--- src/rtl/core/path_vertex_cover_range_tree_macros.svh ---
// ----------------------------------------------------------------------------
// path_vertex_cover_range_tree_macros
// Assertion macros used by the range tree engine.
// Every check is clocked on clk and switched off while rst is high.
// ----------------------------------------------------------------------------
`ifndef PATH_VERTEX_COVER_RANGE_TREE_MACROS_SVH
`define PATH_VERTEX_COVER_RANGE_TREE_MACROS_SVH

// Check a property on every rising clock edge outside reset.
`define PVC_ASSERT(lbl, prop, msg) \
  lbl: assert property (@(posedge clk) disable iff (rst) prop) else $error(msg);

// Check that a condition never holds.
`define PVC_NEVER(lbl, cond, msg) \
  `PVC_ASSERT(lbl, !(cond), msg)

`endif

--- src/rtl/core/pvc_pkg.sv ---
// ----------------------------------------------------------------------------
// pvc_pkg
// Types and fixed constants shared by the range tree modules: port structs,
// the command passed from the front end to the tree engine, and engine states.
// ----------------------------------------------------------------------------
`timescale 1ns / 1ps
`default_nettype none
package pvc_pkg;

  localparam int COUNT_BITS    = 11;
  localparam int POS_BITS      = 10;
  localparam int W_IN_BITS     = 31;
  localparam int OUT_COST_BITS = 48;
  localparam int QUEUE_DEPTH   = 2;
  localparam logic [COUNT_BITS-1:0] COUNT_RESET = 11'd1024;

  typedef struct packed {
    logic                 operation;
    logic [POS_BITS-1:0]  position;
    logic [W_IN_BITS-1:0] weight;
    logic [POS_BITS-1:0]  range_low;
    logic [POS_BITS-1:0]  range_high;
  } in_item_t;

  typedef struct packed {
    logic [OUT_COST_BITS-1:0] cost_both_ends;
    logic [OUT_COST_BITS-1:0] cost_left_end_only;
    logic [OUT_COST_BITS-1:0] cost_right_end_only;
    logic [OUT_COST_BITS-1:0] cost_neither_end;
    logic                     range_empty;
    logic                     out_of_bounds;
  } result_t;

  // Input operation codes.
  localparam logic OP_UPDATE = 1'b0;
  localparam logic OP_QUERY  = 1'b1;

  typedef enum logic [1:0] {
    CMD_UPDATE,
    CMD_QUERY,
    CMD_EMPTY
  } cmd_kind_t;

  typedef struct packed {
    cmd_kind_t            kind;
    logic                 oob;
    logic [POS_BITS-1:0]  position;
    logic [W_IN_BITS-1:0] weight;
    logic [POS_BITS-1:0]  range_low;
    logic [POS_BITS-1:0]  range_high;
  } cmd_t;

  typedef enum logic [3:0] {
    ST_CLEAR,
    ST_IDLE,
    ST_U_READ,
    ST_U_SUM,
    ST_U_WRITE,
    ST_Q_READ,
    ST_Q_SUM,
    ST_Q_ACC,
    ST_F_SUM,
    ST_F_MIN,
    ST_DONE
  } state_t;

endpackage
`default_nettype wire

--- src/rtl/core/pvc_front.sv ---
// ----------------------------------------------------------------------------
// pvc_front
// Accept input beats, check them against the usable position count and turn
// them into engine commands. Updates out of range are dropped here; queries
// out of range or with low above high become ready-made empty results.
// ----------------------------------------------------------------------------
`timescale 1ns / 1ps
`default_nettype none
module pvc_front #(
  parameter int LEAF_COUNT = 1024
) (
  input  wire                          push,
  input  pvc_pkg::in_item_t            item,
  output logic                         full,
  input  wire  [pvc_pkg::COUNT_BITS-1:0] position_count,
  input  wire                          clearing,
  input  wire                          cmd_full,
  output logic                         cmd_push,
  output pvc_pkg::cmd_t                cmd
);
  import pvc_pkg::*;

  localparam int LC_W  = $clog2(LEAF_COUNT + 1);
  localparam int CMP_W = (LC_W > COUNT_BITS) ? LC_W : COUNT_BITS;

  logic [CMP_W-1:0] usable;
  logic             accept;
  logic             upd_oob;
  logic             qry_oob;

  // Clamp the count to the tree size.
  assign usable = (CMP_W'(position_count) > CMP_W'(LEAF_COUNT)) ?
                  CMP_W'(LEAF_COUNT) : CMP_W'(position_count);

  assign full    = cmd_full || clearing;
  assign accept  = push && !full;
  assign upd_oob = CMP_W'(item.position) >= usable;
  assign qry_oob = (CMP_W'(item.range_low) >= usable) ||
                   (CMP_W'(item.range_high) >= usable);

  // Classify the beat.
  always_comb begin
    cmd.oob        = 1'b0;
    cmd.position   = item.position;
    cmd.weight     = item.weight;
    cmd.range_low  = item.range_low;
    cmd.range_high = item.range_high;
    cmd.kind       = CMD_UPDATE;
    cmd_push       = 1'b0;
    if (item.operation == OP_UPDATE) begin
      cmd.kind = CMD_UPDATE;
      cmd_push = accept && !upd_oob;
    end else begin
      cmd.oob  = qry_oob;
      cmd.kind = (qry_oob || (item.range_low > item.range_high)) ? CMD_EMPTY : CMD_QUERY;
      cmd_push = accept;
    end
  end

endmodule
`default_nettype wire

--- config.mk ---
export PLATFORM = sky130hd
export DESIGN_NAME = pvc_front
export DESIGN_NICKNAME = d
export VERILOG_FILES = /design/src/rtl/core/path_vertex_cover_range_tree_macros.svh /design/src/rtl/core/pvc_pkg.sv /design/src/rtl/core/pvc_front.sv
export SDC_FILE = /design/constraint.sdc
export NUM_CORES = 1
export LEC_CHECK = 0
export BUFFER_PORTS_ARGS = -buffer_cell sky130_fd_sc_hd__buf_2
export CORE_ASPECT_RATIO = 0.8
export CORE_MARGIN = 3
export CORE_UTILIZATION = 39
export DETAILED_ROUTE_END_ITERATION = 10
export PLACE_DENSITY = 0.86
export SYNTH_ARGS = -nofsm -noshare
export SYNTH_HDL_FRONTEND = slang
export SYNTH_SLANG_ARGS = --single-unit
--- constraint.sdc ---
create_clock -name vclk -period 2.2
set_input_delay 0.22 -clock vclk [all_inputs]
set_output_delay 0.22 -clock vclk [all_outputs]
set_load 0.01 [all_outputs]
# == Word level (Yosys, flattened, before mapping) ==
# Index checks and enable logic that the tools add are counted.
# Widths: inputs -> output; s select.
# word_totals
wordCells,17
register_bits,0
in_bits,76
output_inout_bits,66
# classes
mux,5
n_lt_le_gt_ge,5
n_reduce_logical,7
# op_table
operator,n
$ge 10x11->1,3
$gt 11x11->1 const B,1
$mux 11,1
$gt 10x10->1,1
$mux 2,2
$logic_or 1x1->1,3
$logic_and 1x1->1,2
$logic_not 1->1,2
$mux 1,2

# == Depth between registers and ports, before layout ==
# logic_depth
word_depth,7
depth_mapped,8
depth_no_buf,7

# == Least setup slack after synthesis ==
# OpenSTA, ideal clock, no wires.
# synth_path
path_type,in2out
from,in position_count[10] (netlist bit)
to,out cmd_push
arrival_time_ns,1.683
t_required_ns,1.980
cell_stages,8
setup_slack_ns,0.297
n_path_buf,1
cell_sequence,clkbuf_1 nand2b_1 ha_1 a21o_1 a21oi_1 nor3_1 a2111o_1 a31oi_1
# synth_between
elab_chain_len,6
# synth_lines
element,line_no,text
start: declaration,pvc_front.sv:15,"input wire [pvc_pkg::COUNT_BITS-1:0] position_count,"
$gt 11x11->1,pvc_front.sv:32,assign usable = (CMP_W'(position_count) > CMP_W'(LEAF_COUNT)) ?
$mux 11 *,pvc_front.sv:32,
$ge 10x11->1 *,pvc_front.sv:37,assign upd_oob = CMP_W'(item.position) >= usable;
$logic_not 1->1 *,pvc_front.sv:52,cmd_push = accept && !upd_oob;
$logic_and 1x1->1 *,pvc_front.sv:52,
$mux 1 *,pvc_front.sv:50,if (item.operation == OP_UPDATE) begin
end: declaration,pvc_front.sv:18,"output logic cmd_push,"
# Mark *: on every way between the ends. The rest lies on a longest branch, timed or not.

==> results.cfg <==
[timing]
hold_viol = 0
rsz0062_at_grt = no
slew_headroom = 0.748
setup_violations = 0
slew_viol_final = 0
fin_tns_setup_ns = 0
post-route-min-period_ns = 2.09
worstMarginPinSlew_ns = 0.373
min_period_over_period = 0.949
clock.fmax_ghz = 0.479

[final_layout]
drive_gt1_frac = 0.456
area_delta_synth_final_pct = 3.07
mostFrequentLayoutCell = buf_2
fin_util = 0.430
nNetsFinal = 322
final-seq-area_sq_um = 0
seq_cells = 0
nClkBuffers = 0
antenna_cells = 0
layout_common_cells = buf_2, ha_1, inv_1, a21oi_1
final_cells = 246

[critical_path]
critPathLaunchType = input pin
cp_max_fo = 14
end_kind = output pin
crit_slowest_cell = ha_1
cp.arrival_ns = 1.87
cpPeakStageDelay_ns = 0.32
worstSetupPathType = input pin to output pin
required_ns = 1.98
crit_chain = buf_4 > nand2b_4 > ha_1 > a21oi_2 > a21oi_1 > o31ai_2 > a31o_1 > and4_1 > buf_2

[global_routing]
grt_max_degree = 15
grt_pass1_vias = 1237
grt_pass1_wl_microns = 5290
globalRouteOverflowTotal = 0
grtUsageTotal = 0.147
antenna_found_initial = 0

[drt]
wire_per_inst_microns = 14.3
drt_iter0_drc = 23
antenna_left = 0
vias_per_cell = 5.15
firstDrtPassIters = 4
post-route-drc-count = 0
num_vias = 1267
finalWirelength_microns = 3520

[worst_hold_path]
hold_class = input pin to output pin

[yosys]
yosysTopAreaCellShare = 0.341
yosys.area.top_type = ha_1
syn_nets = 302
synthTopCellsByArea = ha_1, buf_4, nand2b_1
netlist_instances = 186
synth_cell_types = 27
syn_area_sq_um = 1470
ys_warn_count = 0
synth.avg_cell_area_sq_um = 7.88
seq_area_frac_synth = 0

[floorplanning]
chipHeight_microns = 60.8
rows = 19
die_x_microns = 74.6
die_area_sq_um = 4540
start_util = 0.417
io_pins = 142
core_sq_um = 3520

[flow_run]
cap_violations = 0

[power]
leakage_uw = 0.000872
p_per_area_nw_per_um2 = 200
peakVddDrop_mv = 0.0698

[placement]
port_buffers = 80
gp_congestion = 0.824
dp.final_hpwl_microns = 3240
dpl.cell_count = 246

[outcome]
status = completed

[clock_network]
ctsHoldBuffers = 0
repair_timing:
item,in CTS,in global routing
endpoints found under the setup margin,0,4
setup buffers,0,0
gates resized for setup,0,10
hold endpoints to repair,0,0
through the flow:
stage / setup WS, ns / power, uW / cell area (sq um) / hold WS, ns
after global routing: 0.0234 / 344 / 1510 / 0.440
after floorplan: 0.297 / 258 / 1470 / 0.532
after CTS: 0.0306 / 291 / 1460 / 0.440
final: 0.113 / 302 / 1510 / 0.440
after detailed placement: 0.0310 / 289 / 1460 / 0.440
after global placement: 0.103 / 278 / 1460 / 0.440
worst max-delay path, delay by kind of cell:
kind,cells,cell delay (ns)
AOI/OAI and AO/OA,4,0.69
adders and majority gates,1,0.32
buffers and inverters,2,0.28
and+or+nand+nor,2,0.35
cell type report:
cell class	instances	area, sq um
fill	357	2010
multi-input combinational	109	1000
timing repair buffer	80	403
inverter	15	56.3
tap	42	52.6
synthesized netlist by cell type:
| cell | count |
|---|---|
| buf_4 | 61 |
| nand4_1 | 4 |
| a211oi_1 | 1 |
| nand2b_1 | 11 |
| o41ai_2 | 2 |
| o21ai_1 | 1 |
| a21oi_1 | 11 |
| o31ai_2 | 1 |
| nand3b_1 | 1 |
| ha_1 | 40 |
| o211ai_1 | 1 |
| clkbuf_1 | 1 |
| a21o_1 | 5 |
| or2_1 | 1 |
| inv_1 | 15 |
| a31o_1 | 1 |
| nor2_1 | 6 |
| nor2b_1 | 2 |
| a211oi_2 | 2 |
| a31oi_1 | 3 |
| nand3_1 | 6 |
| and4_1 | 1 |
| a2111o_1 | 1 |
| o21ai_0 | 3 |
| nand4b_1 | 1 |
| and3_1 | 1 |
| nor3_1 | 3 |
power breakdown:
part	internal [uW]	switching (uW)	leakage [uW]	total [uW]
sequential	0	0	0	0
clock	0	0	0	0
combinational	142	159	0.000872	302
logic make-up (layout without fill, tap and decap cells):
kind of cell | after synthesis | after routing | synth area share
compound gates | 32 | 32 | 0.161
fa+ha+maj | 40 | 40 | 0.341
buf+inv | 77 | 95 | 0.353
simple gates | 37 | 37 | 0.144
routing by layer:
metal | global-route usage | up-vias | wire, microns | share of wire
met5 | 0 | - | 0 | 0
met4 | 0.0178 | 0 | 25 | 0.0071
met3 | 0.0232 | 4 | 259 | 0.074
met2 | 0.285 | 56 | 1780 | 0.51
met1 | 0.173 | 574 | 1450 | 0.41
li1 | - | 633 | - | -
worst paths after layout:
kind                  slack (ns)      end                from  cells after the start
worst max-delay path        0.11  cmd[62]  position_count[10]                      9
worst min-delay path        0.44  cmd[24]            item[24]                      0
Note: power is estimated with default switching activity, not from simulation.
