### config.mk
export PLATFORM = sky130hd
export DESIGN_NAME = pvc_queue
export DESIGN_NICKNAME = d
export VERILOG_FILES = /design/src/rtl/core/path_vertex_cover_range_tree_macros.svh /design/src/rtl/core/pvc_pkg.sv /design/src/rtl/core/pvc_queue.sv
export SDC_FILE = /design/constraint.sdc
export NUM_CORES = 1
export LEC_CHECK = 0
export BUFFER_PORTS_ARGS = -buffer_cell sky130_fd_sc_hd__clkbuf_2
export CAP_MARGIN = 20
export CORE_AREA = 2 2 39 41
export CTS_CLUSTER_SIZE = 16
export DETAILED_ROUTE_END_ITERATION = 7
export DIE_AREA = 0 0 41 43
export PLACE_DENSITY = 0.46
export REMOVE_ABC_BUFFERS = 1
export SYNTH_ARGS = -nofsm -noshare
export SYNTH_HDL_FRONTEND = slang
export SYNTH_SLANG_ARGS = --single-unit
### constraint.sdc
create_clock -name clk -period 2.43 [get_ports clk]
set_input_delay 0.243 -clock clk [delete_from_list [all_inputs] [get_ports clk]]
set_output_delay 0.243 -clock clk [all_outputs]
set_load 0.01 [all_outputs]
### src/rtl/core/path_vertex_cover_range_tree_macros.svh
// ----------------------------------------------------------------------------
// path_vertex_cover_range_tree_macros
// Assertion macros used by the range tree engine.
// Every check is clocked on clk and switched off while rst is high.
// ----------------------------------------------------------------------------
`ifndef PATH_VERTEX_COVER_RANGE_TREE_MACROS_SVH
`define PATH_VERTEX_COVER_RANGE_TREE_MACROS_SVH

// Check a property on every rising clock edge outside reset.
`define PVC_ASSERT(lbl, prop, msg) \
  lbl: assert property (@(posedge clk) disable iff (rst) prop) else $error(msg);

// Check that a condition never holds.
`define PVC_NEVER(lbl, cond, msg) \
  `PVC_ASSERT(lbl, !(cond), msg)

`endif

### src/rtl/core/pvc_pkg.sv
// ----------------------------------------------------------------------------
// pvc_pkg
// Types and fixed constants shared by the range tree modules: port structs,
// the command passed from the front end to the tree engine, and engine states.
// ----------------------------------------------------------------------------
`timescale 1ns / 1ps
`default_nettype none
package pvc_pkg;

  localparam int COUNT_BITS    = 11;
  localparam int POS_BITS      = 10;
  localparam int W_IN_BITS     = 31;
  localparam int OUT_COST_BITS = 48;
  localparam int QUEUE_DEPTH   = 2;
  localparam logic [COUNT_BITS-1:0] COUNT_RESET = 11'd1024;

  typedef struct packed {
    logic                 operation;
    logic [POS_BITS-1:0]  position;
    logic [W_IN_BITS-1:0] weight;
    logic [POS_BITS-1:0]  range_low;
    logic [POS_BITS-1:0]  range_high;
  } in_item_t;

  typedef struct packed {
    logic [OUT_COST_BITS-1:0] cost_both_ends;
    logic [OUT_COST_BITS-1:0] cost_left_end_only;
    logic [OUT_COST_BITS-1:0] cost_right_end_only;
    logic [OUT_COST_BITS-1:0] cost_neither_end;
    logic                     range_empty;
    logic                     out_of_bounds;
  } result_t;

  // Input operation codes.
  localparam logic OP_UPDATE = 1'b0;
  localparam logic OP_QUERY  = 1'b1;

  typedef enum logic [1:0] {
    CMD_UPDATE,
    CMD_QUERY,
    CMD_EMPTY
  } cmd_kind_t;

  typedef struct packed {
    cmd_kind_t            kind;
    logic                 oob;
    logic [POS_BITS-1:0]  position;
    logic [W_IN_BITS-1:0] weight;
    logic [POS_BITS-1:0]  range_low;
    logic [POS_BITS-1:0]  range_high;
  } cmd_t;

  typedef enum logic [3:0] {
    ST_CLEAR,
    ST_IDLE,
    ST_U_READ,
    ST_U_SUM,
    ST_U_WRITE,
    ST_Q_READ,
    ST_Q_SUM,
    ST_Q_ACC,
    ST_F_SUM,
    ST_F_MIN,
    ST_DONE
  } state_t;

endpackage
`default_nettype wire

### src/rtl/core/pvc_queue.sv
// ----------------------------------------------------------------------------
// pvc_queue
// Small first-in first-out queue of any packed type, with push/full on the
// write side and pop/empty on the read side.
// ----------------------------------------------------------------------------
`timescale 1ns / 1ps
`default_nettype none
module pvc_queue #(
  parameter type item_t = logic
) (
  input  wire   clk,
  input  wire   rst,
  input  wire   push,
  input  item_t wr_data,
  output logic  full,
  input  wire   pop,
  output item_t rd_data,
  output logic  empty
);
  import pvc_pkg::*;

  localparam int PTR_W = $clog2(QUEUE_DEPTH);

  item_t                slots [QUEUE_DEPTH];
  logic [PTR_W-1:0]     wr_ptr;
  logic [PTR_W-1:0]     rd_ptr;
  logic [PTR_W:0]       fill;
  logic                 do_push;
  logic                 do_pop;

  assign full    = (fill == (PTR_W+1)'(QUEUE_DEPTH));
  assign empty   = (fill == '0);
  assign do_push = push && !full;
  assign do_pop  = pop && !empty;
  assign rd_data = slots[rd_ptr];

  // Store a beat on push.
  always_ff @(posedge clk) begin
    if (do_push) begin
      slots[wr_ptr] <= wr_data;
    end
  end

  // Advance pointers and fill level.
  always_ff @(posedge clk) begin
    if (rst) begin
      wr_ptr <= '0;
      rd_ptr <= '0;
      fill   <= '0;
    end else begin
      if (do_push) begin
        wr_ptr <= (wr_ptr == PTR_W'(QUEUE_DEPTH - 1)) ? '0 : wr_ptr + 1'b1;
      end
      if (do_pop) begin
        rd_ptr <= (rd_ptr == PTR_W'(QUEUE_DEPTH - 1)) ? '0 : rd_ptr + 1'b1;
      end
      fill <= fill + (PTR_W+1)'(do_push) - (PTR_W+1)'(do_pop);
    end
  end

endmodule
`default_nettype wire

## Yosys cells after proc, flatten, opt, wreduce, memory -nomap -nowiden

Memory sizes are Yosys's and may differ from the RTL's. A register that Yosys moved wholly into a read port is not among the register bits.
Index checks and enable logic that the tools add are counted.

- Output and inout bits: 3
- Word-level logic and storage cells: 20
- Flip-flop bits (word level): 4
- Memories kept: 1
- Input bits: 5
- RAM bits: 2

Memories:

| name | depth | width | rd ports | clocked after memory_dff | write ports | RTL line | RTL |
|---|---|---|---|---|---|---|---|
| slots | 2 | 1 | 1 | 1 | 1 | pvc_queue.sv:24 | `item_t slots [QUEUE_DEPTH];` |

- Reduce and logical (&&, ||, !) cells: 5
- Mux-type cells: 6
- Equality and inequality tests: 1
- Add/sub/neg operators: 4

Operators by type and width:

| cell | count |
|---|---|
| 1-bit two-way mux | 6 |
| 1-bit adder (second input constant) | 2 |
| 2-bit by 1-bit adder with 2-bit output | 1 |
| 2-bit equality test (second input constant) | 1 |
| 1-bit logical AND | 2 |
| 1-bit zero test | 2 |
| 2-bit zero test | 1 |
| 2-bit by 1-bit subtractor with 2-bit output | 1 |

## Depth between registers and ports, before layout

Gate-level depths: netlist (run 1).

- Depth in word-level cells: 5
- Mapped depth: 8
- Depth with buffers taken out: 8

## Worst setup path after synthesis (run 1)

Ideal clock, no wire load.

- Path kind: reg-to-reg
- Start point: register fill[1]
- End point: register fill[1]
- Cell stages (with the launch flop): 8
- Setup time: 0.078 ns
- Required time: 2.352 ns
- Arrival: 1.384 ns
- Buffers on the path: 0
- Path slack: 0.968 ns
- Path through: dfxtp_1 > o21a_1 > ha_1 > inv_1 > ha_1 > xor2_1 > and2_1 > nor3_1

RTL lines:

| element | RTL line | RTL |
|---|---|---|
| start, declared | pvc_queue.sv:27 | `logic [PTR_W:0] fill;` |
| start signal, assigned | pvc_queue.sv:57 | `fill <= fill + (PTR_W+1)'(do_push) - (PTR_W+1)'(do_pop);` |
| 2-bit zero test | pvc_queue.sv:32 | `assign empty = (fill == '0);` |
| 1-bit zero test | pvc_queue.sv:34 | `assign do_pop = pop && !empty;` |
| 1-bit logical AND | pvc_queue.sv:34 |  |
| via do_pop | pvc_queue.sv:29 | `logic do_pop;` |
| 2-bit by 1-bit subtractor with 2-bit output | pvc_queue.sv:57 |  |

The timed path passes the listed nets, and every way through them passes these cells.
A chain may end at the register's enable or synchronous reset.

## Worst setup path in the final report (run 1)

- Start point: register fill[0]
- End point: register fill[1]

- Word-level cells in the longest chain between the ends: 5

RTL lines:

| element | RTL line | RTL |
|---|---|---|
| 2-bit equality test | pvc_queue.sv:31 | `assign full = (fill == (PTR_W+1)'(QUEUE_DEPTH));` |
| 1-bit zero test | pvc_queue.sv:33 | `assign do_push = push && !full;` |
| 1-bit logical AND | pvc_queue.sv:33 |  |
| 2-bit by 1-bit adder with 2-bit output | pvc_queue.sv:57 |  |
| 2-bit by 1-bit subtractor with 2-bit output (*) | pvc_queue.sv:57 |  |

Mark *: on every way between the ends. The rest lies on a longest branch, timed or not.

==> metrics.md, run 1 <==
| Metric | Value |
|---|---|
| CP max-delay cell | dfxtp_1 |
| WHS Endpoint | slots[0] |
| Layout area overhead | 26.6% |
| Worst setup SP type | flip-flop |
| Metal2 WL | between 200 and 250 um |
| R2R setup slack | 0.86 ns |
| CP required | 2.60 ns |
| Slew Limit Fails | 0 |
| Status | completed |
| Share of the synthesized area in the top cell type | 32.8% |
| CTS Buf Count | 3 |
| Die area | 1760 sq um |
| Antenna cells | 0 |
| Max VDD drop | 0.000344 V |
| Hold Path Origin | wr_data |
| Iteration-0 DRC Markers | 0 |
| Tcrit/Tclk final | 64.6% |
| Post-synth top area cell | dfxtp_1 |
| Core ar. | 1380 sq um |
| Synthesized flop and latch total | 7 |
| Antenna violations before repair | 0 |
| Reg clk slew, reported paths | around 0.050 ns |
| First-pass GRT wire length | 800 um |
| DR WL met3 | 40 um |
| Syn. warnings | 0 |
| Die Wd | just over 40 um |
| Hold buffers post-CTS | 0 |
| Synth top area cells | dfxtp_1 (33%), edfxtp_1 (20%), ha_1 (8.2%), nor2_1 (4.9%), inv_1 (3.7%) |
| Most repeated library cell on the critical path | ha_1 |
| Pre-Repair DR Iteration Count | 1 |
| CTS tree | done |
| Clk sinks | 7 |
| Max Cap Viol | 0 |
| DRT Wirelength | 471 um |
| Tot Pwr | 443 uW |
| Congestion Overflow GR | 0 |
| Routability cong. | between 0.6 and 0.7 |
| Setup tns final | 0 ns |
| Worst-path fanout max | 4 |
| Std cell rows | 14 |
| H-tree depth | 1 |
| Slew @ Worst Pin | 0.184 ns |
| Peak Freq | 0.637 GHz |
| Critical Path End Type | flip-flop |
| Largest net degree at the start of global routing | 6 |
| DP HPWL | 390 um |
| R2R depth | 8 |
| Vert. Die Dim | 43 um |
| RSZ-0062 raised after global routing | no |
| Final nets | about 50 |
| Reg-to-reg endpoint | fill[1] |
| CP cell instances | nand2b_2, nand2_1, ha_1, inv_1, ha_1, xor2_1, and2_1, nor3_1 |
| Post-synth cell types | 19 |
| Count of input and output buffers | 7 |
| HP Class | input port to flip-flop |
| Hold Fails Final Rpt | 0 |
| Resize count post-CTS | 0 |
| Worst slew margin | 87.7% |
| Post-CTS setup buffer count | 0 |
| Critical path data arrival time | 1.74 ns |
| Worst Clk Skew | 0.00292 ns |
| PwrDens | 1150 nW/um^2 |
| Drt drc | 0 |
| GRT Total Usage | 7.37% |
| Setup CP Type | flip-flop to flip-flop |
| Cell count after synthesis | 30 |
| Synth Cell Area | 305 sq um |
| Avg Synthesized Cell Area | around 10 sq um |
| Final ANT Viol Nets | 0 |
| Clock root buffer | clkbuf_4 |
| Met1 WL | 217 um |
| Reg2Reg Launch Point | fill[0] |
| Vias in the first global route | 220 |
| Finish-stage setup viols | 0 |
| Max Buffers Root-to-Sink | 2 |
| IO Pins | 8 |
| Via count | 220 |
| Worst skew pair latency | 0.25 ns |
| Sequential share of the synthesized area | a little over half |
| Via density per instance | slightly below 4 |
| Wire per inst | 8.26 um |
| Leak | 0.000190 uW |
| Layout cell share with drive strength beyond 1 | 34.1% |
| Uppermost routed layer | met3 |
| Worst hold path stage count | 1 |
| Minimum clock period | ~1.6 ns |
| Crit-path max cell delay | ~0.37 ns |
| Initial Util | between 20% and 30% |
[layout by cell type, fill, tap and decap left out]
cell type | Yosys | layout
inv_2 | 1 | 1
o21a_1 | 1 | 1
xor2_1 | 1 | 1
mux2_2 | 1 | 1
and3_2 | 1 | 1
a21oi_1 | 1 | 1
clkbuf_2 | 0 | 7
clkbuf_4 | 0 | 3
nand2b_2 | 1 | 1
inv_1 | 3 | 3
nand2_1 | 1 | 1
xnor2_1 | 1 | 1
or3_1 | 1 | 1
clkbuf_1 | 0 | 1
nor2b_1 | 1 | 1
and2_1 | 1 | 1
edfxtp_1 | 2 | 2
nor2_1 | 4 | 4
nor3_1 | 1 | 1
dfxtp_1 | 5 | 5
o21ai_0 | 1 | 1
ha_1 | 2 | 2
[area by class of cell]
type	count	area, sq um
Sequential cell	7	160
Tap cell	16	20.0
Multi-Input combinational cell	19	130
Clock buffer	4	26.3
Fill cell	160	997
Inverter	4	15.0
Timing Repair Buffer	7	35.0
[cells by family (layout without fill, tap and decap cells)]
family                     count (synthesis)  count (layout)  share of synthesized area, %
buffers and inverters                      4              15                          4.92
xor gates and xnor gates                   2               2                          5.74
muxes                                      1               1                          3.69
AOI/OAI and AO/OA                          3               3                          5.74
and+or+nand+nor                           11              11                          19.3
adders and majority gates                  2               2                          8.20
DFF                                        7               7                          52.5
[cells in the mapped netlist, drive strengths merged]
master,n
o21a,1
inv,4
ha,2
nor2,4
mux2,1
nor2b,1
and3,1
xor2,1
edfxtp,2
o21ai,1
a21oi,1
xnor2,1
nor3,1
or3,1
nand2,1
dfxtp,5
and2,1
nand2b,1
[worst max-delay path, delay by kind of cell, from the launching register on]
kind	cells	cell delay, ns
xor+xnor	1	0.15
fa+ha+maj	2	0.44
buf+inv	1	0.03
flops	1	0.37
simple gates	4	0.50
[power by group]
part,internal (uW),total (uW),switching (uW)
clock network,62.5,103,40.5
registers,158,183,24.8
logic,79.7,157,77.3
[worst max-delay path by stage]
stage               slack, ns       to     from
floorplan                0.97  fill[1]  fill[1]
global placement         0.89  fill[1]  fill[0]
detailed placement       0.83  fill[1]  fill[0]
CTS                      0.83  fill[1]  fill[0]
global route             0.74  fill[1]  fill[0]
finish                   0.86  fill[1]  fill[0]
[layer usage]
metal / up-vias / GRT usage (%)
li1: 120 / -
met1: 92 / 7.54
met2: 8 / 10.0
met3: 0 / 7.85
met4: 0 / 2.00
met5: - / 0
[metrics by stage]
stage | instance area [sq um] | setup slack (ns) | utilization, % | instances | hold slack, ns
2_1_floorplan | 305 | 0.968 | - | 30 | 0.312
3_3_place_gp | 360 | 0.889 | 26.0 | 53 | 0.445
3_5_place_dp | 360 | 0.828 | 26.0 | 53 | 0.452
4_1_cts | 387 | 0.832 | 27.9 | 57 | 0.193
5_1_grt | 387 | 0.735 | 27.9 | 57 | 0.193
6_report | 387 | 0.859 | 27.9 | 57 | 0.202
Power figures use the tool's default switching activity.
==> inputs of run 2 (changes only) <==
--- a/config.mk
+++ b/config.mk
@@ -11,7 +11,7 @@
 export CTS_CLUSTER_SIZE = 16
 export DETAILED_ROUTE_END_ITERATION = 7
 export DIE_AREA = 0 0 41 43
-export PLACE_DENSITY = 0.46
+export PLACE_DENSITY = 0.48
 export REMOVE_ABC_BUFFERS = 1
 export SYNTH_ARGS = -nofsm -noshare
 export SYNTH_HDL_FRONTEND = slang
==> constraint.sdc (replaced) <==
create_clock -name clk -period 1.3 [get_ports clk]
set_input_delay 0.13 -clock clk [delete_from_list [all_inputs] [get_ports clk]]
set_output_delay 0.13 -clock clk [all_outputs]
set_load 0.01 [all_outputs]
==> run 2 against run 1 <==
The flow now finishes with violations (negative setup slack). Clock power is 90% higher. Wire length grew 18%. Final cell count is 11% higher. Worst hold slack worse by 0.12 ns.
==> metrics.md, run 2 (synthesis gave the netlist of run 1 again) <==
| Metric | Value |
|---|---|
| CTS Buf Count | 3 (unchanged) |
| Failing checks | negative setup slack |
| Vert. Die Dim | 43 um (unchanged) |
| Clock root buffer | clkbuf_4 (unchanged) |
| Iteration-0 DRC Markers | 0 (unchanged) |
| Final nets | 55 (was 49) |
| Reg2Reg Launch Point | fill[1] (was fill[0]) |
| Core ar. | 1380 sq um (unchanged) |
| Via count | 237 (was 220) |
| DRT Wirelength | 555 um (was 471 um) |
| Worst Clk Skew | 0.00252 ns (was 0.00292 ns) |
| Count of input and output buffers | 7 (unchanged) |
| GRT Total Usage | 7.75% (was 7.37%) |
| Critical path data arrival time | 1.67 ns (was 1.74 ns) |
| Clk sinks | 7 (unchanged) |
| Hold Path Origin | wr_data (unchanged) |
| Slew @ Worst Pin | 0.172 ns (was 0.184 ns) |
| Initial Util | 22.1% (unchanged) |
| Drt drc | 0 (unchanged) |
| Layout area overhead | 53.3% (was 26.6%) |
| Critical path launch point | fill[1] (was fill[0]) |
| Antenna cells | 0 (unchanged) |
| First-pass GRT wire length | 834 um (was 800 um) |
| Largest net degree at the start of global routing | 6 (unchanged) |
| Tcrit/Tclk final | 115% (was 64.6%) |
| Worst slew margin | 88.4% (was 87.7%) |
| Die area | 1760 sq um (unchanged) |
| Worst setup SP type | flip-flop (unchanged) |
| Crit-path max cell delay | 0.33 ns (was 0.37 ns) |
| Reg clk slew, reported paths | 0.05 ns (about the same) |
| CP max-delay cell | dfxtp_2 (was dfxtp_1) |
| Routability cong. | 0.575 (was 0.605) |
| Hold Fails Final Rpt | 0 (unchanged) |
| Max VDD drop | 0.000805 V (was 0.000344 V) |
| Most frequent cells in the layout | clkbuf_2 (6), buf_4 (6), nor2_1 (4) (was clkbuf_2 (7), dfxtp_1 (5), nor2_1 (4)) |
| Via density per instance | 3.76 (was 3.86) |
| WHS | 0.0790 ns (was 0.202 ns) |
| Fillers | 156 (was 160) |
| CTS tree | done (unchanged) |
| Critical Path End Type | flip-flop (unchanged) |
| Layout cell share with drive strength beyond 1 | 57.4% (was 34.1%) |
| PwrDens | 2210 nW/um^2 (was 1150 nW/um^2) |
| Minimum clock period | 1.50 ns (was 1.57 ns) |
| CP cell instances | o21a_1, ha_1, inv_2, ha_4, xor2_2, and2_4, nor3_2 (was nand2b_2, nand2_1, ha_1, inv_1, ha_1, xor2_1, and2_1, nor3_1) |
| Setup CP Type | flip-flop to flip-flop (unchanged) |
| Place WS | -0.216 ns (was 0.828 ns) |
| Wire per inst | 8.81 um (was 8.26 um) |
| CP required | 1.47 ns (was 2.60 ns) |
| Status | complete, but fails checks (was completed) |
| IO Pins | 8 (unchanged) |
| Die Wd | 41 um (unchanged) |
| Final ANT Viol Nets | 0 (unchanged) |
| Vias in the first global route | 220 (unchanged) |
| Final WS setup | -0.201 ns (was 0.859 ns) |
| H-tree depth | 1 (unchanged) |
| Max Buffers Root-to-Sink | 2 (unchanged) |
| DP HPWL | 408 um (was 390 um) |
| Finish-stage setup viols | 2 (was 0) |
| Worst skew pair latency | 0.25 ns (about the same) |
| Std cell rows | 14 (unchanged) |
| Max Cap Viol | 0 (unchanged) |
| Congestion Overflow GR | 0 (unchanged) |
| Antenna violations before repair | 0 (unchanged) |
| RSZ-0062 raised after global routing | yes (was no) |
| Pre-Repair DR Iteration Count | 1 (unchanged) |
| Worst-path fanout max | 3 (was 4) |
| Peak Freq | 0.666 GHz (was 0.637 GHz) |
| HP Class | input port to flip-flop (unchanged) |
| Leak | 0.000225 uW (was 0.000190 uW) |
| Slew Limit Fails | 0 (unchanged) |
==> run 2: what timing repair did <==
action                                  CTS  global route
hold endpoints to repair                  0             0
buffers inserted                          1             0
endpoints found under the setup margin    2             3
hold buffers                              0             0
pin swaps                                 2             4
gates resized for setup                   3             7
==> run 2: stage by stage <==
stage	power, uW	util (%)	instances	TNS, ns	instance area (sq um)
5_1_grt	1130	33.8	63	-0.333	468
6_report	1030	33.8	63	-0.210	468
2_1_floorplan	559	-	30	-0.164	305
3_5_place_dp	746	28.8	58	-0.261	398
3_3_place_gp	736	28.8	58	-0.224	398
4_1_cts	974	31.6	63	-0.210	437
==> run 2: layer usage <==
metal / share of wire, % / up-vias / GRT usage [%]
met5: 0 / - / 0
met4: 0.72 / 0 / 4.00
met3: 7.7 / 2 / 6.28
met2: 44 / 8 / 10.0
met1: 48 / 97 / 8.74
li1: - / 130 / -
==> run 2: power by group <==
part	switching, uW	leakage, uW	internal, uW
sequential	39.7	0.0000606	302
clock	79.1	0.0000150	117
combinational	210	0.000149	285
total	329	0.000225	704
==> run 2: worst paths after layout <==
path | endpoint | slack (ns) | cells after the start
setup / recovery | fill[1] | -0.20 | 7
hold / removal | slots[1] | 0.08 | 1
setup reg to reg | fill[1] | -0.20 | 7
hold reg to reg | wr_ptr | 0.49 | 2
==> run 2: final cells by class <==
type	count	area (sq um)	share of cell area, %
Sequential cell	7	163	34.8
Multi-Input combinational cell	19	158	33.7
Clock buffer	4	26.3	5.61
Timing Repair Buffer	13	86.3	18.4
Inverter	4	15.0	3.21
Tap cell	16	20.0	4.28
==> run 2: critical path, delay by kind of cell (launching register included) <==
family | cells | cell delay (ns)
buffers and inverters | 1 | 0.04
AOI/OAI and AO/OA | 1 | 0.20
and+or+nand+nor | 2 | 0.28
xor gates and xnor gates | 1 | 0.14
adders and majority gates | 2 | 0.44
DFF | 1 | 0.33
